File: config.mk
export PLATFORM = sky130hd
export DESIGN_NAME = lgri_queue
export DESIGN_NICKNAME = d
export VERILOG_FILES = /design/src/hw/rtl/lgri_pkg.sv /design/src/hw/rtl/lgri_queue.sv
export SDC_FILE = /design/constraint.sdc
export NUM_CORES = 1
export LEC_CHECK = 0
export BUFFER_PORTS_ARGS = -buffer_cell sky130_fd_sc_hd__buf_2
export CAP_MARGIN = 20
export CORE_AREA = 4 4 216 271
export CTS_CLUSTER_SIZE = 8
export DETAILED_ROUTE_END_ITERATION = 7
export DIE_AREA = 0 0 220 275
export PLACE_DENSITY = 0.47
export SYNTH_ARGS = -nofsm -noshare
export SYNTH_HDL_FRONTEND = slang
export SYNTH_SLANG_ARGS = --single-unit
File: constraint.sdc
create_clock -name clk -period 8.2 [get_ports clk]
set_input_delay 0 -clock clk [delete_from_list [all_inputs] [get_ports clk]]
set_output_delay 0 -clock clk [all_outputs]
set_load 0.005 [all_outputs]
File: src/hw/rtl/lgri_pkg.sv
// Shared types, constants and codes for the lat/lon radius grid interpolator.
`timescale 1ns / 1ps
package lgri_pkg;

	localparam int FRAC_W      = 16;
	localparam int ANGLE_W     = 32;
	localparam int RADIUS_W    = 32;
	localparam int MAX_ROWS    = 128;
	localparam int MAX_COLUMNS = 256;
	localparam int ROW_W       = $clog2(MAX_ROWS);
	localparam int COL_W       = $clog2(MAX_COLUMNS);
	localparam int ADDR_W      = ROW_W + COL_W;
	localparam int GRID_DEPTH  = MAX_ROWS * MAX_COLUMNS;
	localparam int LAT_PTS_W   = 8;
	localparam int LON_PTS_W   = 9;
	localparam int CFG_W       = 9;
	localparam int CFG_IDX_W   = 1;
	localparam int QUEUE_DEPTH = 4;
	localparam int QPTR_W      = $clog2(QUEUE_DEPTH);

	localparam int UNIT    = 1 << FRAC_W;
	localparam int HALF    = 1 << (FRAC_W - 1);
	localparam int DEG90   = 90 * UNIT;
	localparam int DEG180  = 180 * UNIT;
	localparam int DEG270  = 270 * UNIT;
	localparam int DEG360  = 360 * UNIT;
	localparam int DEG450  = 450 * UNIT;
	// pole tolerance: 90 degrees plus 0.01 degree on the fixed-point grid
	localparam int POLE_TOL = DEG90 + (UNIT + 50) / 100;
	// multiple of 360 degrees that lifts any longitude above zero
	localparam longint LON_BIAS = 92 * longint'(DEG360);

	// reciprocals: n/360 = (n*MOD_RECIP)>>25, n/180 = (n*MOD_RECIP)>>24
	localparam int MOD_RECIP   = 93207;
	localparam int SH_DIV360   = 25;
	localparam int SH_DIV180   = 24;
	// weight reciprocals: r/180 = (r*W_RECIP180)>>32, r/360 = (r*W_RECIP360)>>34
	localparam int W_RECIP180  = 23860930;
	localparam int W_RECIP360  = 47721859;
	localparam int SH_W180     = 32;
	localparam int SH_W360     = 34;

	typedef enum logic [1:0] {
		CMD_WRITE    = 2'd0,
		CMD_BILINEAR = 2'd1,
		CMD_NEAREST  = 2'd2,
		CMD_NONE     = 2'd3
	} cmd_t;

	typedef enum logic [1:0] {
		KIND_WRITE    = 2'd0,
		KIND_BILINEAR = 2'd1,
		KIND_NEAREST  = 2'd2
	} kind_t;

	typedef enum logic [CFG_IDX_W-1:0] {
		REG_LAT_POINTS = 1'b0,
		REG_LON_POINTS = 1'b1
	} reg_idx_t;

	typedef struct packed {
		kind_t                     kind;
		logic signed [ANGLE_W-1:0] lat;
		logic signed [ANGLE_W-1:0] lon;
		logic [ADDR_W-1:0]         waddr;
		logic [RADIUS_W-1:0]       wdata;
	} item_t;

	// grid extent minus one in each direction
	typedef struct packed {
		logic [ROW_W-1:0] lat_span;
		logic [COL_W-1:0] lon_span;
	} dims_t;

endpackage

File: src/hw/rtl/lgri_queue.sv
// Short FIFO between the front end and the lookup pipeline.
`timescale 1ns / 1ps
module lgri_queue (
	input  logic            clk,
	input  logic            arst_n,
	input  logic            push,
	input  lgri_pkg::item_t push_item,
	output logic            full,
	input  logic            pop,
	output lgri_pkg::item_t head,
	output logic            empty
);
	import lgri_pkg::*;

	item_t             mem_q [QUEUE_DEPTH];
	logic [QPTR_W-1:0] wr_ptr_q;
	logic [QPTR_W-1:0] rd_ptr_q;
	logic [QPTR_W:0]   count_q;

	assign full  = (count_q == (QPTR_W+1)'(QUEUE_DEPTH));
	assign empty = (count_q == '0);
	assign head  = mem_q[rd_ptr_q];

	always_ff @(posedge clk or negedge arst_n) begin
		if (!arst_n) begin
			wr_ptr_q <= '0;
			rd_ptr_q <= '0;
			count_q  <= '0;
		end else begin
			if (push) begin
				wr_ptr_q <= wr_ptr_q + QPTR_W'(1);
			end
			if (pop) begin
				rd_ptr_q <= rd_ptr_q + QPTR_W'(1);
			end
			if (push && !pop) begin
				count_q <= count_q + (QPTR_W+1)'(1);
			end else if (pop && !push) begin
				count_q <= count_q - (QPTR_W+1)'(1);
			end
		end
	end

	always_ff @(posedge clk) begin
		if (push) begin
			mem_q[wr_ptr_q] <= push_item;
		end
	end

endmodule

Word level (Yosys, flattened, before mapping). Memory sizes are Yosys's and may differ from the RTL's. Cells that the tools add are included.

Add/subtract/negate cells: 4. Equal/unequal tests: 1. Multiplexer cells: 4. Reductions and logical operators: 6.

Operators with widths (number): $mux 3 (2); $add 2x1->2 const B (2); $add 3x1->3 const B (1); $eq 3x3->1 const B (1); $logic_not 3->1 (1); $sub 3x1->3 const B (1); $logic_and 1x1->1 (2); $logic_not 1->1 (2); $mux 1 (2); $reduce_bool 2->1 (1).

Bits in registers: 7. RAM bits: 452. Input port bits: 117. Output and inout port bits: 115. Memories kept: 1.

Memories: mem_q (depth 4, bits a word 113, read ports 1, clocked after Yosys merged registers in 0, wr ports 1, line lgri_queue.sv:15) `item_t mem_q [QUEUE_DEPTH];`.

Logic depth before layout (Yosys ltp). Gate-level depths: netlist of the first run.

Depth in word-level cells: 4. Depth in mapped cells: 7. Gate-level depth less buffers: 7.

Worst setup path after synthesis of the first run. Ideal clock, no wire load.

Path kind: flip-flop to flip-flop. Start: register wr_ptr_q[0]. End: memory mem_q[2][0] in the netlist's numbering (enable). Library setup time: 0.485 ns. Arrival: 3.217 ns. Path slack: 4.498 ns. Stages on the path, launching flop included: 4. Path buffers: 0. Path through: dfrtp_1 inv_1 ha_1 and2_1.

RTL lines: start, declared (line lgri_queue.sv:16) `logic [QPTR_W-1:0] wr_ptr_q;`; start signal, assigned (line lgri_queue.sv:31) `wr_ptr_q <= wr_ptr_q + QPTR_W'(1);`; end, declared (line lgri_queue.sv:15).

Straight into the memory's write port.

==> impl_metrics.json, run 1 <==
{
  "status": "finished clean",
  "clkLatencyLatePin_ps": 570,
  "grt_max_degree": 59,
  "viasPerCell": 4.435,
  "path_max_fanout": 51,
  "numCtsBuffers": 67,
  "wire_per_inst_um": 20.16,
  "setup_viol": 0,
  "place_congestion": 0.6633,
  "num_vias": 7939,
  "drt.antenna.violating_nets": 0,
  "drv_cap": 0,
  "clock-sinks": 459,
  "post_cts_buffers": 0,
  "power.density_nw_per_um2": 348.0,
  "tightest_slew_ps": 979.0,
  "yosysWarnings": 0,
  "io_buffers": 231,
  "syn_to_final_growth_pct": 30.32,
  "core_area_um2": 55830,
  "groute.usage.overall": 0.1199,
  "cp.required_ps": 8200,
  "syn_inst": 625,
  "dieWidth_um": 220,
  "dp_hpwl_um": 20390,
  "num_rows": 97,
  "die_height_um": 275,
  "switching_share": 0.2693,
  "yosysSeqAreaShare": 0.8242,
  "finalCritPeriodShare": 0.4028,
  "postSynthAreaPerCell_um2": 26.69,
  "drt_wl_total_um": 36090,
  "fillCellCount": 5131,
  "cts_tree": "yes",
  "leakage_nw": 7.430,
  "hold_viol_final": 0,
  "synth_area_leader_cell": "edfxtp_1",
  "cts_max_level": 3,
  "ys_types": 19,
  "syn_nets": 748,
  "utilization": 0.3894,
  "io_pins": 232,
  "slew_headroom": 0.3473,
  "layout.nets": 1149,
  "switching_power_mw": 2.037,
  "p_clk_frac": 0.325,
  "grt_pass1_wl_um": 54370,
  "die_area_um2": 60500,
  "root_buffer": "clkbuf_16",
  "startpoint_type": "flip-flop",
  "fmax_mhz": 302.8,
  "p_comb_frac": 0.247,
  "clock_tree.buffer_depth": 3,
  "hold_ws_ps": 180.8,
  "finish.instance_area_um2": 21740,
  "place_ws_ps": 5319,
  "ff_latch_area_um2": 13760,
  "fin_worst_skew_ps": 20.51,
  "slew_viol_final": 0,
  "p_seq_frac": 0.428,
  "rsz0062_at_grt": "no",
  "path_clk_slew_ps": 50,
  "start_util": 0.2988,
  "cp.arrival_ps": 3300,
  "period_needed_ps": 3303,
  "drt_iter0_markers": 430,
  "drive_above_1_share": 0.4168,
  "layout_setup_ws_ps": 4897,
  "yosys_register_bits": 459,
  "worstSetupEndpointType": "primary output",
  "synth.area.top_cells": "edfxtp_1 (81%), mux4_2 (15%), dfrtp_1 (1.1%), buf_6 (0.47%), buf_2 (0.42%)",
  "grt_pass1_vias": 9108,
  "ir_drop_v": 0.0002130,
  "antenna_found_initial": 3,
  "multi_input_area_um2": 2755,
  "grt-ovfl-total": 0,
  "drt_first_pass_iters": 4,
  "fin_tns_setup_ps": 0,
  "synth_area_um2": 16680,
  "synth_top_area_frac": 0.8137,
  "drc": 0,
  "power.internal_mw": 5.527,
  "min_path_type": "in -> reg",
  "dpl_cell_area_um2": 18690,
  "critical_path_class": "reg -> out"
}
==> cell usage in the layout, fill, tap and decap left out, drive strengths merged, types with 2 or more instances in the layout <==
cell type	n
clkinv	3
dfrtp	7
buf	241
edfxtp	452
clkbuf	85
ha	5
mux4	113
inv	5
nand2	2
xor2	4
diode	2
and2	4
dlygate4sd3	117
xnor2	2
==> metal layers <==
layer / GRT usage / up-vias / routed length, um
met3: 0.03579 / 63 / 2133
li1: - / 3509 / -
met5: 0 / - / 13
met1: 0.1450 / 4165 / 14710
met4: 0.04844 / 2 / 880
met2: 0.2014 / 200 / 18350
==> metrics by stage <==
step           std cells  power, mW
2_1_floorplan        625      4.410
3_3_place_gp        1582      5.202
3_5_place_dp        1582      5.212
4_1_cts             1788      7.773
5_1_grt             1790      8.004
6_report            1790      7.564
==> registers in the layout, indices dropped and copies added (netlist names) <==
name and count:
count_q 3, wr_ptr_q 2, mem_q 452, rd_ptr_q 2
==> cell type report <==
cell class,count,share of cell area
Inverter,4,0.0006907
Tap cell,742,0.04271
Sequential cell,459,0.6328
Clock buffer,85,0.08364
Antenna cell,2,0.0002302
Timing Repair Buffer,358,0.1105
Clock inverter,4,0.002648
Multi-Input combinational cell,136,0.1267
==> what timing repair did <==
item / in CTS / in global routing
endpoints found under the hold margin: 465 / 0
hold buffers: 117 / 0
resized for setup: 0 / 0
==> path summary, 6_finish.rpt <==
path                                endpoint  depth (start not counted)  slack, ps          from
worst max-delay path               head[110]                          4       4900   rd_ptr_q[1]
worst min-delay path             mem_q[3][6]                          2        180  push_item[6]
worst max register to register  mem_q[0][93]                          4       5420   wr_ptr_q[0]
worst min register to register    count_q[2]                          1        490    count_q[2]
max in group asynchronous        rd_ptr_q[0]                          3       7440        arst_n
min in group asynchronous        wr_ptr_q[0]                          3        450        arst_n
==> synth_stat cells <==
master    instances
nor3b_1           1
edfxtp_1        452
and2_1            4
mux4_2          113
inv_1             4
buf_6             7
ha_1              5
nor2_1            1
nor3_1            1
clkbuf_1          4
fa_1              1
buf_2            14
xnor2_1           2
buf_4             1
mux2_2            1
o21ai_0           1
nand2_1           2
dfrtp_1           7
xor2_1            4
==> power by group through the flow <==
stage	clock network, mW	logic (mW)	registers, mW
6_report	2.46	1.87	3.24
4_1_cts	2.55	1.97	3.25
2_1_floorplan	0	1.19	3.22
5_1_grt	2.65	2.06	3.29
3_3_place_gp	0	1.92	3.28
3_5_place_dp	0	1.92	3.29
==> critical path: stages (launching register included) <==
cell and delay, ps:
dfrtp_4 590, buf_4 700, buf_4 730, mux4_2 420, buf_2 150
==> logic make-up (layout without fill, tap and decap cells) <==
family | count (synthesis) | in the layout | synth area share
buffers and inverters | 30 | 451 | 0.01118
multiplexers | 114 | 114 | 0.1533
AND/OR/NAND/NOR | 9 | 9 | 0.002925
AO/OA/AOI/OAI | 1 | 1 | 0.0002998
XOR/XNOR | 6 | 6 | 0.003151
flip-flops | 459 | 459 | 0.8242
other | 0 | 2 | 0
adder cells (fa/ha/maj) | 6 | 6 | 0.004951
(Power assumes the default switching activity.)
==> run 2, diff against run 1 <==
--- a/config.mk
+++ b/config.mk
@@ -11,7 +11,7 @@
 export CTS_CLUSTER_SIZE = 8
 export DETAILED_ROUTE_END_ITERATION = 7
 export DIE_AREA = 0 0 220 275
-export PLACE_DENSITY = 0.47
+export PLACE_DENSITY = 0.49
 export SYNTH_ARGS = -nofsm -noshare
 export SYNTH_HDL_FRONTEND = slang
 export SYNTH_SLANG_ARGS = --single-unit
==> constraint.sdc (replaced) <==
create_clock -name clk -period 2.9 [get_ports clk]
set_input_delay 0 -clock clk [delete_from_list [all_inputs] [get_ports clk]]
set_output_delay 0 -clock clk [all_outputs]
set_load 0.005 [all_outputs]
==> impl_metrics.json, run 2 (synthesis gave the netlist of run 1 again) <==
{
  "timing.rr.end": "mem_q[0][11]",
  "status": "finished clean",
  "period_needed_ps": 2386,
  "tightest_slew_ps": 510.3,
  "crit_slowest_cell": "dfrtp_4",
  "drt_wl_total_um": 35850,
  "die_area_um2": 60500,
  "drc": 0,
  "clock_tree.buffer_depth": 3,
  "dieWidth_um": 220,
  "rrSetupSlack_ps": 1050,
  "fin_worst_skew_ps": 20.64,
  "grt_max_degree": 65,
  "largest_reg_flops": 452,
  "largest_register": "mem_q",
  "dp_hpwl_um": 20950,
  "final_common_cell": "edfxtp_1",
  "io_buffers": 231,
  "cts_resized": 0,
  "cts_hold_buf": 117,
  "drive_above_1_share": 0.4189,
  "path_clk_slew_ps": 50,
  "rsz0062_at_grt": "no",
  "viasPerCell": 4.422,
  "layout.cells.most_common_list": "edfxtp_1 (452), buf_2 (231), dlygate4sd3_1 (117)",
  "place_congestion": 0.6757,
  "reg2reg_depth": 4,
  "die_height_um": 275,
  "start_util": 0.2988,
  "wire_per_inst_um": 20.01,
  "leakage_nw": 7.474,
  "endpoint": "head[47]",
  "reg.largest.list": "mem_q x452, count_q x3",
  "numCtsBuffers": 67,
  "antenna_found_initial": 5,
  "min_path_type": "in -> reg",
  "groute.usage.overall": 0.1206,
  "grt_pass1_wl_um": 54430,
  "cp.required_ps": 2900,
  "ir_drop_v": 0.0004591,
  "fin_total_pwr_mw": 21.43,
  "cp.arrival_ps": 2390,
  "clkLatencyLatePin_ps": 570,
  "worstSetupStartpoint": "rd_ptr_q[0]",
  "post_cts_buffers": 0,
  "grt-ovfl-total": 0,
  "finalCritPeriodShare": 0.8229,
  "cts_tree": "yes",
  "root_buffer": "clkbuf_16",
  "drv_cap": 0,
  "reg2reg_from": "wr_ptr_q[0]",
  "worstSetupEndpointType": "primary output",
  "slew_headroom": 0.6598,
  "setup_viol": 0,
  "slowest_delay_ps": 720,
  "cts_max_level": 3,
  "core_area_um2": 55830,
  "layout.nets": 1155,
  "crit_chain": "buf_4, mux4_2, buf_2",
  "slew_viol_final": 0,
  "syn_to_final_growth_pct": 31.08,
  "clock-sinks": 459,
  "power.density_nw_per_um2": 980.3,
  "num_vias": 7924,
  "drt_first_pass_iters": 4,
  "io_pins": 232,
  "fmax_mhz": 419.0,
  "drt.antenna.violating_nets": 0,
  "drt_iter0_markers": 429,
  "num_rows": 97,
  "startpoint_type": "flip-flop",
  "fin_tns_setup_ps": 0,
  "critical_path_class": "reg -> out",
  "hold_viol_final": 0,
  "path_max_fanout": 21,
  "grt_pass1_vias": 8870
}
-- run 2: area by class of cell --
| type | instances | area (um2) |
|---|---|---|
| flip-flops and latches | 459 | 13760 |
| diodes | 2 | 5.005 |
| fillers | 5061 | 33970 |
| repair buffers | 364 | 2597 |
| clock inverters | 2 | 17.52 |
| inverters | 4 | 15.01 |
| multi-input cells | 136 | 2755 |
| well taps | 742 | 928.4 |
| clock buffers | 83 | 1789 |
-- run 2: through the flow --
| stage | instances | worst slack (ps) | instance area [um2] | util | hold WS (ps) |
|---|---|---|---|---|---|
| 6_report | 1792 | 513.5 | 21860 | 0.3916 | 185.4 |
| 5_1_grt | 1791 | 308.7 | 21860 | 0.3916 | 156.7 |
| 4_1_cts | 1790 | 363.6 | 21860 | 0.3915 | 126.2 |
| 3_5_place_dp | 1588 | 1027 | 18880 | 0.3382 | -122.0 |
| 3_3_place_gp | 1588 | 1045 | 18880 | 0.3382 | -121.8 |
| 2_1_floorplan | 625 | 448.3 | 16680 | - | -295.6 |
-- run 2: critical path, delay by kind of cell, from the launching register on --
family   cells  cell delay [ps]
mux          1              550
buf+inv      2              520
flops        1              720
-- run 2: how the worst min path moves through the flow --
| stage | from | endpoint | slack [ps] | cells after the start |
|---|---|---|---|---|
| after floorplan | arst_n | count_q[0] | -300 | 0 |
| after global placement | arst_n | count_q[2] | -120 | 1 |
| after detailed placement | arst_n | count_q[2] | -120 | 1 |
| after CTS | push_item[9] | mem_q[1][9] | 130 | 2 |
| after global routing | push_item[103] | mem_q[1][103] | 160 | 2 |
| final | push_item[1] | mem_q[0][1] | 190 | 2 |
-- run 2: metal layers --
| layer | global-route usage | routed length [um] |
|---|---|---|
| met1 | 0.1505 | 14770 |
| met2 | 0.1947 | 17900 |
| met3 | 0.03922 | 2330 |
| met4 | 0.04893 | 805 |
| met5 | 0 | 41 |
-- run 2: power by group --
| group | total [mW] | leakage, nW | switching, mW | internal (mW) |
|---|---|---|---|---|
| logic | 5.60 | 2.36 | 2.82 | 2.78 |
| registers | 9.04 | 4.23 | 0.350 | 8.69 |
| clock network | 6.80 | 0.882 | 2.55 | 4.24 |
