===== src/hw/rtl/lgri_pkg.sv =====
// Shared types, constants and codes for the lat/lon radius grid interpolator.
`timescale 1ns / 1ps
package lgri_pkg;

	localparam int FRAC_W      = 16;
	localparam int ANGLE_W     = 32;
	localparam int RADIUS_W    = 32;
	localparam int MAX_ROWS    = 128;
	localparam int MAX_COLUMNS = 256;
	localparam int ROW_W       = $clog2(MAX_ROWS);
	localparam int COL_W       = $clog2(MAX_COLUMNS);
	localparam int ADDR_W      = ROW_W + COL_W;
	localparam int GRID_DEPTH  = MAX_ROWS * MAX_COLUMNS;
	localparam int LAT_PTS_W   = 8;
	localparam int LON_PTS_W   = 9;
	localparam int CFG_W       = 9;
	localparam int CFG_IDX_W   = 1;
	localparam int QUEUE_DEPTH = 4;
	localparam int QPTR_W      = $clog2(QUEUE_DEPTH);

	localparam int UNIT    = 1 << FRAC_W;
	localparam int HALF    = 1 << (FRAC_W - 1);
	localparam int DEG90   = 90 * UNIT;
	localparam int DEG180  = 180 * UNIT;
	localparam int DEG270  = 270 * UNIT;
	localparam int DEG360  = 360 * UNIT;
	localparam int DEG450  = 450 * UNIT;
	// pole tolerance: 90 degrees plus 0.01 degree on the fixed-point grid
	localparam int POLE_TOL = DEG90 + (UNIT + 50) / 100;
	// multiple of 360 degrees that lifts any longitude above zero
	localparam longint LON_BIAS = 92 * longint'(DEG360);

	// reciprocals: n/360 = (n*MOD_RECIP)>>25, n/180 = (n*MOD_RECIP)>>24
	localparam int MOD_RECIP   = 93207;
	localparam int SH_DIV360   = 25;
	localparam int SH_DIV180   = 24;
	// weight reciprocals: r/180 = (r*W_RECIP180)>>32, r/360 = (r*W_RECIP360)>>34
	localparam int W_RECIP180  = 23860930;
	localparam int W_RECIP360  = 47721859;
	localparam int SH_W180     = 32;
	localparam int SH_W360     = 34;

	typedef enum logic [1:0] {
		CMD_WRITE    = 2'd0,
		CMD_BILINEAR = 2'd1,
		CMD_NEAREST  = 2'd2,
		CMD_NONE     = 2'd3
	} cmd_t;

	typedef enum logic [1:0] {
		KIND_WRITE    = 2'd0,
		KIND_BILINEAR = 2'd1,
		KIND_NEAREST  = 2'd2
	} kind_t;

	typedef enum logic [CFG_IDX_W-1:0] {
		REG_LAT_POINTS = 1'b0,
		REG_LON_POINTS = 1'b1
	} reg_idx_t;

	typedef struct packed {
		kind_t                     kind;
		logic signed [ANGLE_W-1:0] lat;
		logic signed [ANGLE_W-1:0] lon;
		logic [ADDR_W-1:0]         waddr;
		logic [RADIUS_W-1:0]       wdata;
	} item_t;

	// grid extent minus one in each direction
	typedef struct packed {
		logic [ROW_W-1:0] lat_span;
		logic [COL_W-1:0] lon_span;
	} dims_t;

endpackage


===== src/hw/rtl/lgri_front.sv =====
// Front end: takes input transactions, decodes the command, drops unused codes.
`timescale 1ns / 1ps
module lgri_front (
	input  logic                              clk,
	input  logic                              arst_n,
	input  logic                              item_valid,
	output logic                              item_stall,
	input  logic [1:0]                        command,
	input  logic signed [lgri_pkg::ANGLE_W-1:0] lat_angle,
	input  logic signed [lgri_pkg::ANGLE_W-1:0] lon_angle,
	input  logic [lgri_pkg::ROW_W-1:0]        row_index,
	input  logic [lgri_pkg::COL_W-1:0]        column_index,
	input  logic [lgri_pkg::RADIUS_W-1:0]     sample_value,
	output logic                              push,
	output lgri_pkg::item_t                   push_item,
	input  logic                              q_full
);
	import lgri_pkg::*;

	logic  fr_valid_q;
	item_t fr_item_q;
	kind_t kind;
	logic  keep;
	logic  accept;

	always_comb begin
		kind = KIND_WRITE;
		keep = 1'b1;
		unique case (cmd_t'(command))
			CMD_WRITE:    kind = KIND_WRITE;
			CMD_BILINEAR: kind = KIND_BILINEAR;
			CMD_NEAREST:  kind = KIND_NEAREST;
			default:      keep = 1'b0;
		endcase
	end

	assign item_stall = fr_valid_q && q_full;
	assign accept     = item_valid && !item_stall;
	assign push       = fr_valid_q && !q_full;
	assign push_item  = fr_item_q;

	always_ff @(posedge clk or negedge arst_n) begin
		if (!arst_n) begin
			fr_valid_q <= 1'b0;
		end else if (accept) begin
			fr_valid_q <= keep;
		end else if (push) begin
			fr_valid_q <= 1'b0;
		end
	end

	always_ff @(posedge clk) begin
		if (accept) begin
			fr_item_q.kind  <= kind;
			fr_item_q.lat   <= lat_angle;
			fr_item_q.lon   <= lon_angle;
			fr_item_q.waddr <= {row_index, column_index};
			fr_item_q.wdata <= sample_value;
		end
	end

endmodule


===== config.mk =====
export PLATFORM = sky130hd
export DESIGN_NAME = lgri_front
export DESIGN_NICKNAME = d
export VERILOG_FILES = /design/src/hw/rtl/lgri_pkg.sv /design/src/hw/rtl/lgri_front.sv
export SDC_FILE = /design/constraint.sdc
export NUM_CORES = 1
export LEC_CHECK = 0
export BUFFER_PORTS_ARGS = -buffer_cell sky130_fd_sc_hd__buf_2
export CAP_MARGIN = 10
export CELL_PAD_IN_SITES_DETAIL_PLACEMENT = 1
export CELL_PAD_IN_SITES_GLOBAL_PLACEMENT = 1
export CORE_MARGIN = 1
export CORE_UTILIZATION = 33
export DETAILED_ROUTE_END_ITERATION = 6
export PLACE_DENSITY_LB_ADDON = 0.15
export SYNTH_ARGS = -nofsm -noshare
export SYNTH_HDL_FRONTEND = slang
export SYNTH_SLANG_ARGS = --single-unit
export TNS_END_PERCENT = 50

===== constraint.sdc =====
create_clock -name clk -period 7.5 [get_ports clk]
set_input_delay 1.5 -clock clk [delete_from_list [all_inputs] [get_ports clk]]
set_output_delay 1.5 -clock clk [all_outputs]
set_load 0.01 [all_outputs]

# --- Yosys cells after proc, flatten, opt, wreduce, memory -nomap -nowiden ---
# Index checks and enable logic that the tools add are counted.
op_classes:
  addsub: 0
  n_div: 0
  shifts: 0
  n_mux: 4
  n_eq_ne: 2
  order_cmp: 0
  reduce_logical: 8
  multipliers: 0
  bitwise: 0
op_table:
  columns: ["operator", "count"]
  rows:
  - ["$pmux W2 S2", 1]
  - ["$logic_and A1 B1 Y1", 3]
  - ["$mux W1", 3]
  - ["$reduce_or A3 Y1", 1]
  - ["$eq A2 B1 Y1 const B", 1]
  - ["$eq A2 B2 Y1 const B", 1]
  - ["$logic_not A1 Y1", 2]
  - ["$logic_not A2 Y1", 1]
  - ["$reduce_bool A2 Y1", 1]
word_totals:
  latchBits: 0
  memories: 0
  ff_bits: 114
  romBits: 0
  input_bits: 117
  ram_bits: 0

# --- Logic depth before layout (Yosys ltp) ---
# Gate-level depths: netlist of the first run.
depth:
  word_depth: 4
  ltp_mapped: 2

# --- Worst setup path before layout of the first run ---
# OpenSTA, ideal clock, no wires.
synth_path:
  path_type: "input port to flip-flop"
  startpoint: "input q_full"
  endpoint: "register fr_item_q, in the netlist push_item[0], enable pin"
  required_time_ps: 6901
  path_stages: 2
  setup_time_ps: 599
  arrival_time_ps: 6662
  slack_ps: 239
  path_cell_list: "and2_4 -> nor2b_1"
synth_via:
  elab_chain_len: 3
synth_rtl:
  columns: ["element", "line_no", "rtl"]
  rows:
  - ["start: declaration", "lgri_front.sv:16", "input logic q_full"]
  - ["$logic_and A1 B1 Y1", "lgri_front.sv:37", "assign item_stall = fr_valid_q && q_full;"]
  - ["$logic_not A1 Y1", "lgri_front.sv:38", "assign accept = item_valid && !item_stall;"]
  - ["$logic_and A1 B1 Y1", "lgri_front.sv:38", null]
  - ["via accept", "lgri_front.sv:24", "logic accept;"]
  - ["end: declaration", "lgri_front.sv:21", "item_t fr_item_q;"]
# The timed path passes the listed nets, and every way through them passes these cells.
# A chain may end at the register's enable or synchronous reset.

# --- Final worst setup path of the first run ---
layout_path:
  startpoint: "input q_full"
  endpoint: "output item_stall"
layout_via:
  elab_chain_len: 1
layout_rtl:
  columns: ["element", "line_no", "rtl"]
  rows:
  - ["$logic_and A1 B1 Y1", "lgri_front.sv:37", null]
  - ["end: declaration", "lgri_front.sv:7", "output logic item_stall,"]
# No other way between the ends.

==> flow_summary.json, run 1 <==
{
  "ioPinCount": 232,
  "crit_required_ns": 6.00,
  "fin_crit_sh": 0.454,
  "syn-cell-area_um2": 3460,
  "overflow": 0,
  "rsz0062_at_grt": "no",
  "ir_worst_vdd_mv": 0.125,
  "status": "completed",
  "power_density_nw_per_um2": 288,
  "routabilityCongestion": 0.708,
  "hold_violations": 0,
  "synth_seq_area_share": 0.987,
  "drive_above_1_share": 0.668,
  "synth_area_per_cell_um2": 28.6,
  "drt_drc_violations_left": 0,
  "ys_types": 7,
  "fillers": 1052,
  "grt_pass1_wl_mm": 12.1,
  "hold_buffers": 0,
  "fp.dieH_um": 104,
  "antenna_found_initial": 1,
  "finalWirelength_mm": 7.94,
  "setup_viol": 0,
  "wl_per_cell_um": 15.3,
  "async_reset_ff_frac": 0.00877,
  "path_cells": "buf_2, and2_4, buf_2",
  "synth_edf_count": 113,
  "fin_setup_tns_ns": 0,
  "worstMarginPinSlew_ns": 1.11,
  "vias_per_cell": 4.09,
  "synth_commonest_cells": "edfxtp_1 (113), nor2b_1 (3)",
  "ant_nets": 0,
  "synth-seq-cells": 114,
  "initialDrtViolationCount": 110,
  "cts_tree": "done",
  "max_slew_margin": 0.261,
  "dieArea_um2": 10900,
  "numCtsBuffers": 17,
  "grt_use_total": 0.156,
  "cp-end-kind": "output pin",
  "portBuffers": 231,
  "synth.area.top_cells": "edfxtp_1 (98%), dfrtp_1 (0.72%), nor2b_1 (0.54%)",
  "start_util": 0.339,
  "htreeDepth": 4,
  "startpoint_type": "input port",
  "crit_path_max_incr_delay_ns": 0.16,
  "drt_pass1_iterations": 4,
  "syn_nets": 238,
  "grt_max_degree": 92,
  "fin_crit_ns": 3.40,
  "cts_buffer_depth": 2,
  "cp_max_fo": 3,
  "fin_worst_skew_ns": 0.00480,
  "nets": 489,
  "clk_pin_slew_worst_paths_ns": 0.05,
  "grt_pass1_vias": 2307,
  "chipWidth_um": 104,
  "post_cts_buffers": 0,
  "ctsResizeCount": 0,
  "syn_inst": 121,
  "area_delta_synth_final_pct": 53.1,
  "dp_slack_ns": 3.76,
  "yosysMostFrequentCell": "edfxtp_1",
  "worstSkewPairLatency_ns": 0.50,
  "hold_path.class": "flip-flop to flip-flop",
  "synth.largest_area_cell": "edfxtp_1",
  "ys_warn_count": 0,
  "max_freq_mhz": 294,
  "maxSlewViolCount": 0,
  "cts_num_sinks": 114,
  "max-cap-violations": 0,
  "cts-root-buf": "clkbuf_8",
  "coreArea_um2": 10200,
  "p_leak_nw": 2.29,
  "via_count": 2129,
  "critical_path_arrival_ns": 1.90,
  "setup_slack_ns": 4.10,
  "synth-main-ff-cell": "edfxtp_1",
  "cpMaxStageDelayCell": "and2_4",
  "yosysTopAreaCellShare": 0.979,
  "cpMostUsedCell": "buf_2",
  "std_cell_rows": 37,
  "crit_type": "input port to output pin"
}
## registers in the layout, summed over array words and instances (netlist names)
register    count
push_item     113
fr_valid_q      1
## path summary, 6_finish.rpt
| kind | slack [ns] | end | start | cells after the start |
|---|---|---|---|---|
| worst max-delay path | 4.10 | item_stall | q_full | 3 |
| worst min-delay path | 0.61 | fr_valid_q | fr_valid_q | 2 |
| worst max register to register | 5.06 | push_item[36] | fr_valid_q | 3 |
| worst min register to register | 0.61 | fr_valid_q | fr_valid_q | 2 |
| max in group asynchronous | 6.66 | fr_valid_q | arst_n | 1 |
| min in group asynchronous | 0.76 | fr_valid_q | arst_n | 1 |
## worst max-delay path: cells and delay by family
kind / cells / cell delay [ns]
buf+inv: 2 / 0.24
simple gates: 1 / 0.16
## layer usage
| layer | track usage | up-vias | part of all wire |
|---|---|---|---|
| li1 | - | 997 | - |
| met1 | 0.154 | 994 | 0.36 |
| met2 | 0.257 | 122 | 0.53 |
| met3 | 0.0821 | 16 | 0.096 |
| met4 | 0.0980 | 0 | 0.022 |
| met5 | 0 | - | 0 |
## power by group
| group | leakage, nW | internal, mW | switching (mW) | total, mW |
|---|---|---|---|---|
| Sequential | 1.09 | 0.749 | 0.00811 | 0.757 |
| Clock | 0.246 | 0.423 | 0.244 | 0.667 |
| Combinational | 0.946 | 0.0462 | 0.0587 | 0.105 |
## kinds of logic after synthesis
family             Yosys count  share of synthesized area
AOI/OAI and AO/OA            1                    0.00217
DFF                        114                      0.987
and+or+nand+nor              6                     0.0112
## placed cells by master (no fill, tap or decap)
cell and n:
edfxtp_1 113, diode_2 1, and2b_1 1, bufinv_16 1
buf_2 231, and2_4 1, clkbuf_1 2, nand2_1 1
clkinv_1 6, nor2b_1 2, clkinv_2 4, clkbuf_8 1
clkbuf_16 16, dfrtp_1 1, nor2b_4 1, buf_4 1
a21o_1 1
## cell type report
class                      instances  area [um^2]  area share
sequential                       114         3420       0.645
timing repair buffer             232         1160       0.219
multi-input combinational          7         53.8      0.0101
antenna                            1         2.50    0.000472
clock buffer                      19          422      0.0795
clock inverter                    11         72.6      0.0137
tap                              136          170      0.0321
## through the flow
step	std cells	utilization	hold WS, ns	area [um^2]	power (mW)
2_1_floorplan	121	-	0.578	3460	0.812
3_3_place_gp	489	0.470	0.595	4810	0.873
3_5_place_dp	489	0.470	0.610	4810	0.877
4_1_cts	519	0.518	0.621	5300	1.56
5_1_grt	520	0.518	0.634	5300	1.59
6_report	520	0.518	0.614	5300	1.53
Note: power is estimated with default switching activity, not from simulation.
==> inputs of run 2 (changes only) <==
--- a/config.mk
+++ b/config.mk
@@ -5,12 +5,13 @@
 export SDC_FILE = /design/constraint.sdc
 export NUM_CORES = 1
 export LEC_CHECK = 0
+export ABC_AREA = 1
 export BUFFER_PORTS_ARGS = -buffer_cell sky130_fd_sc_hd__buf_2
 export CAP_MARGIN = 10
 export CELL_PAD_IN_SITES_DETAIL_PLACEMENT = 1
 export CELL_PAD_IN_SITES_GLOBAL_PLACEMENT = 1
 export CORE_MARGIN = 1
-export CORE_UTILIZATION = 33
+export CORE_UTILIZATION = 29
 export DETAILED_ROUTE_END_ITERATION = 6
 export PLACE_DENSITY_LB_ADDON = 0.15
 export SYNTH_ARGS = -nofsm -noshare
==> constraint.sdc (replaced) <==
create_clock -name clk -period 3 [get_ports clk]
set_input_delay 0.6 -clock clk [delete_from_list [all_inputs] [get_ports clk]]
set_output_delay 0.6 -clock clk [all_outputs]
set_load 0.01 [all_outputs]
==> run 2 against run 1 <==
The flow now finishes with violations (DRC). Clock skew increased by 0.00070 ns. Power increased to 2.6 times the previous value. Non-clock buffer count increased by 3. Final cell count increased by 2.9%. Die area increased by 14%. Sequential power increased by 150%. Clock-buffer cell count unchanged. Wire length increased by 4.0%. Worst setup slack got worse by 2.7 ns. Utilization decreased by 5.1 points. Synthesized area increased by 0.22%. Worst hold slack got worse by 0.24 ns. Largest cell class unchanged.
==> flow_summary.json, run 2 <==
{
  "status": "complete, but fails checks",
  "violations": "DRC",
  "antenna_found_initial": 0,
  "numCtsBuffers": 17,
  "cp-startpoint": "fr_valid_q",
  "ir_worst_vdd_mv": 0.356,
  "area_delta_synth_final_pct": 55.5,
  "power_density_nw_per_um2": 735,
  "ant_nets": 0,
  "fin_crit_ns": 1.63,
  "start_util": 0.300,
  "dr.max_layer_used": "met4",
  "critical_path_arrival_ns": 1.03,
  "std_cell_rows": 39,
  "p_leak_nw": 2.34,
  "via_count": 2198,
  "initialDrtViolationCount": 124,
  "syn-cell-area_um2": 3470,
  "wl_per_cell_um": 15.4,
  "grt_pass1_vias": 2312,
  "rsz0062_at_grt": "no",
  "fp.dieH_um": 111,
  "wl_met1_mm": 3.07,
  "path_cells": "inv_1, nor2_1, buf_2",
  "reg2reg_slack_ns": 1.52,
  "dieArea_um2": 12400,
  "synth_seq_area_share": 0.985,
  "crit-reg2reg-launch": "fr_valid_q",
  "max_freq_mhz": 613,
  "synth.largest_area_cell": "edfxtp_1",
  "cp-end-kind": "output pin",
  "coreArea_um2": 11600,
  "yosysMostFrequentCell": "edfxtp_1",
  "yosysTopAreaCellShare": 0.977,
  "drt_drc_violations_left": 38,
  "synth_area_per_cell_um2": 27.3,
  "synth_commonest_cells": "edfxtp_1 (113), inv_1 (4), nand2_1 (3), nor2_1 (3)",
  "grt_use_total": 0.137,
  "synth.area.top_cells": "edfxtp_1 (98%), dfrtp_1 (0.72%), inv_1 (0.43%)",
  "ys_types": 8,
  "hold_path.class": "input port to flip-flop",
  "htreeDepth": 4,
  "drive_above_1_share": 0.658,
  "p_total_mw": 3.97,
  "syn_nets": 244,
  "max-cap-violations": 0,
  "maxSlewViolCount": 0,
  "fin_util": 0.467,
  "hold_start": "lat_angle[26]",
  "fin_worst_skew_ns": 0.00550,
  "crit_path_max_incr_delay_ns": 0.35,
  "startpoint_type": "flip-flop",
  "fin_setup_tns_ns": 0,
  "r2r_cells": 4,
  "detailed_place_hpwl_mm": 6.17,
  "max_slew_margin": 0.728,
  "layout_commonest_cell": "buf_2",
  "worstReg2RegEnd": "push_item[104]",
  "grt_pass1_wl_mm": 12.5,
  "crit_end": "push",
  "synth_edf_count": 113,
  "crit_required_ns": 2.40,
  "ioPinCount": 232,
  "cp_num_cells": 3,
  "post_cts_buffers": 0,
  "clk_pin_slew_worst_paths_ns": 0.05,
  "cts_num_sinks": 114,
  "hold_violations": 0,
  "diodes": 0,
  "dr_wl_met2_mm": 4.01,
  "fin_crit_sh": 0.544,
  "synth-main-ff-cell": "edfxtp_1",
  "hold_buffers": 1,
  "routabilityCongestion": 0.691,
  "drt_pass1_iterations": 6,
  "chipWidth_um": 111,
  "overflow": 0,
  "cts_tree": "done",
  "ys_warn_count": 0,
  "critPathBufInv": 2,
  "ctsResizeCount": 0,
  "worstMarginPinSlew_ns": 0.408,
  "setup_viol": 0,
  "cpLargestDelayFamily": "flip-flops",
  "cpMaxStageDelayCell": "dfrtp_1",
  "worstSkewPairLatency_ns": 0.39,
  "nets": 498,
  "synth-seq-cells": 114,
  "async_reset_ff_frac": 0.00877,
  "cts-root-buf": "clkbuf_16",
  "cts_buffer_depth": 2,
  "cp_max_fo": 2,
  "crit_type": "flip-flop to output pin",
  "vias_per_cell": 4.11,
  "grt_max_degree": 48,
  "syn_inst": 127,
  "most-common-layout-cells": "buf_2 (231), edfxtp_1 (113), clkbuf_16 (17)",
  "portBuffers": 231,
  "largest_register_ffs": 113,
  "finalWirelength_mm": 8.26,
  "dr_wl_met3_mm": 1.06
}
[run 2: changes by cell type in the layout (fill, tap and decap cells not counted), moves of 2 or more]
cell      delta
nor2b_1      -2
nor2_1       +3
inv_1        +4
buf_12       +2
nand2_1      +2
clkinv_2     -2
[run 2: final cells by class]
type,count,area [um^2]
clock buffer,19,433
clock inverter,11,96.3
fill,1186,6170
inverter,5,18.8
multi-input combinational,8,40.0
sequential,114,3420
tap,143,179
timing repair buffer,235,1210
[run 2: worst reg2reg max path: cells and delay by family (launching register included)]
kind / cells / cell delay, ns
simple gates: 2 / 0.40
flops: 1 / 0.38
buf+inv: 2 / 0.36
[run 2: worst min path at each step]
stage | cells past startpoint | slack, ns | to
floorplan | 0 | 0.30 | fr_valid_q
detailed placement | 1 | 0.38 | fr_valid_q
finish | 1 | 0.38 | push_item[105]
global route | 1 | 0.35 | push_item[110]
global placement | 1 | 0.38 | fr_valid_q
CTS | 1 | 0.35 | push_item[110]
[run 2: routing by layer]
layer  vias up  global-route usage
met2       149               0.216
li1       1008                   -
met4         0              0.0730
met1      1030               0.151
met3        11              0.0724
met5         -                   0
[run 2: power by group]
| part | internal (mW) | switching [mW] |
|---|---|---|
| registers | 1.87 | 0.0205 |
| logic | 0.122 | 0.153 |
| clock network | 1.18 | 0.619 |
| total | 3.18 | 0.792 |
[run 2: kinds of logic (layout without fill, tap and decap cells)]
group,Yosys count,after routing,share of synthesized area
buf+inv,5,270,0.00540
simple gates,8,8,0.0101
flops,114,114,0.985
[run 2: through the flow]
stage               setup WS, ns  instances  hold WS [ns]  cell area (um^2)
floorplan                  0.203        127         0.304              3480
global placement            1.19        504         0.381              4860
detailed placement          1.17        504         0.379              4860
CTS                         1.34        535         0.352              5400
global route                1.30        535         0.354              5400
finish                      1.37        535         0.376              5400
==> inputs of run 3 (changes only) <==
--- a/config.mk
+++ b/config.mk
@@ -5,7 +5,7 @@
 export SDC_FILE = /design/constraint.sdc
 export NUM_CORES = 1
 export LEC_CHECK = 0
-export ABC_AREA = 1
+export ABC_AREA = 0
 export BUFFER_PORTS_ARGS = -buffer_cell sky130_fd_sc_hd__buf_2
 export CAP_MARGIN = 10
 export CELL_PAD_IN_SITES_DETAIL_PLACEMENT = 1
==> constraint.sdc (replaced) <==
create_clock -name clk -period 1.4 [get_ports clk]
set_input_delay 0.28 -clock clk [delete_from_list [all_inputs] [get_ports clk]]
set_output_delay 0.28 -clock clk [all_outputs]
set_load 0.01 [all_outputs]
==> run 3 against run 2 <==
Global-route usage up 1.3 points. Final area up 2.4%. Register-to-register slack worse by 1.5 ns. First-iteration DRC count up 5.6%. Wire length up 7.6%. Clock-buffer cell count unchanged. The run still ends with DRC left. Sequential cell count unchanged. Critical path depth down 1. Via count up 1.4%. Sequential power up 110%. Clock power up 130%. Clock skew up 0.0073 ns.
==> flow_summary.json, run 3 (synthesized netlist as in run 1, its figures left out) <==
{
  "status": "complete, but fails checks",
  "violations": "DRC",
  "via_count": 2229,
  "fin_crit_sh": 0.963,
  "cts_tree": "done",
  "fp.dieH_um": 111,
  "cts_num_sinks": 114,
  "ir_worst_vdd_mv": 0.839,
  "coreArea_um2": 11500,
  "startpoint_type": "flip-flop",
  "crit_required_ns": 1.12,
  "routabilityCongestion": 0.708,
  "grt_pass1_wl_mm": 13.3,
  "grt_max_degree": 25,
  "grt_use_total": 0.150,
  "post_cts_buffers": 0,
  "max-cap-violations": 0,
  "drt_pass1_iterations": 6,
  "fin_util": 0.480,
  "start_util": 0.301,
  "htreeDepth": 4,
  "hold_violations": 0,
  "cts-root-buf": "clkbuf_16",
  "max_slew_margin": 0.880,
  "cpMaxStageDelayCell": "dfrtp_1",
  "finalWirelength_mm": 8.90,
  "p_leak_nw": 2.39,
  "postPlaceCellArea_um2": 4940,
  "chipWidth_um": 111,
  "crit_path_max_incr_delay_ns": 0.37,
  "worstSkewPairLatency_ns": 0.40,
  "regArea_um2": 3420,
  "layout_commonest_cell": "buf_2",
  "drt_drc_violations_left": 38,
  "diodes": 0,
  "area_delta_synth_final_pct": 59.6,
  "clk_pin_slew_worst_paths_ns": 0.05,
  "worstMarginPinSlew_ns": 0.179,
  "initialDrtViolationCount": 131,
  "rsz0062_at_grt": "no",
  "ioPinCount": 232,
  "critical_path_arrival_ns": 1.07,
  "cp_max_fo": 2,
  "maxSlewViolCount": 0,
  "std_cell_rows": 39,
  "cpLargestDelayFamily": "flip-flops",
  "ant_nets": 0,
  "most-common-layout-cells": "buf_2 (231), edfxtp_1 (113), clkbuf_16 (17)",
  "final_area_um2": 5530,
  "numCtsBuffers": 17,
  "max_freq_mhz": 742,
  "fillers": 1159,
  "p_total_mw": 8.86,
  "dieArea_um2": 12400,
  "holdWs_ns": 0.0465,
  "antenna_found_initial": 0,
  "path_cells": "and2b_1, buf_2",
  "cts_buffer_depth": 2,
  "nets": 499,
  "multi_input_area_um2": 53.8,
  "wl_per_cell_um": 16.5,
  "hold_path.class": "input port to flip-flop",
  "grt_pass1_vias": 2413,
  "power_density_nw_per_um2": 1600,
  "critPathBufInv": 1,
  "vias_per_cell": 4.14,
  "portBuffers": 231,
  "fin_worst_skew_ns": 0.0128,
  "drive_above_1_share": 0.684,
  "ctsResizeCount": 0,
  "crit_type": "flip-flop to output pin",
  "setup_viol": 0,
  "detailed_place_hpwl_mm": 6.78,
  "fin_crit_ns": 1.35,
  "overflow": 0,
  "cp-end-kind": "output pin",
  "largest_register_ffs": 113
}
## run 3: cell types whose count changed in the layout (fill, tap and decap cells not counted), sizes merged
cell and change:
clkinvlp +1, nor2 -4, a21o +1, inv -5, bufinv +1, nor2b +3
and2 +1, buf +7, and2b +1, nand2 -3
## run 3: final timing paths
kind                              start       endpoint  slack (ns)  cells past startpoint
max in group asynchronous        arst_n     fr_valid_q        1.14                      2
min reg2reg                  fr_valid_q     fr_valid_q        0.62                      2
min                        row_index[3]  push_item[43]        0.05                      1
min in group asynchronous        arst_n     fr_valid_q        0.18                      2
max                          fr_valid_q           push        0.05                      2
max reg2reg                  fr_valid_q  push_item[67]        0.07                      4
## run 3: metal layers
layer / track usage / share of wire
met1: 0.160 / 0.37
met3: 0.0651 / 0.11
met5: 0 / 0
met2: 0.248 / 0.50
met4: 0.0883 / 0.021
## run 3: where the power goes
| part | total, mW | internal (mW) | switching (mW) | leakage (nW) |
|---|---|---|---|---|
| clock | 4.17 | 2.76 | 1.41 | 0.283 |
| sequential | 4.06 | 4.01 | 0.0490 | 1.09 |
| combinational | 0.636 | 0.301 | 0.336 | 1.02 |
## run 3: worst register-to-register path: cells and delay by family (launching register included)
family | cells | cell delay [ns]
DFF | 1 | 0.37
and+or+nand+nor | 2 | 0.28
buffers and inverters | 2 | 0.36
## run 3: through the flow
stage,setup slack (ns),setup TNS [ns],cells
after floorplan,-1.21,-136.88,121
after global placement,0.0656,0,505
after detailed placement,0.0293,0,505
after CTS,0.0347,0,538
after global routing,0.00971,0,538
final,0.0524,0,538
## run 3: what timing repair did
item,4_1_cts,5_1_grt
setup endpoints to repair,0,0
hold endpoints to repair,1,0
hold buffers,1,0
## run 3: final cells by class
cell class / instances / area share
clock inverter: 13 / 0.0258
clock buffer: 19 / 0.0783
tap: 143 / 0.0324
timing repair buffer: 242 / 0.236
sequential: 114 / 0.618
multi-input combinational: 7 / 0.00973
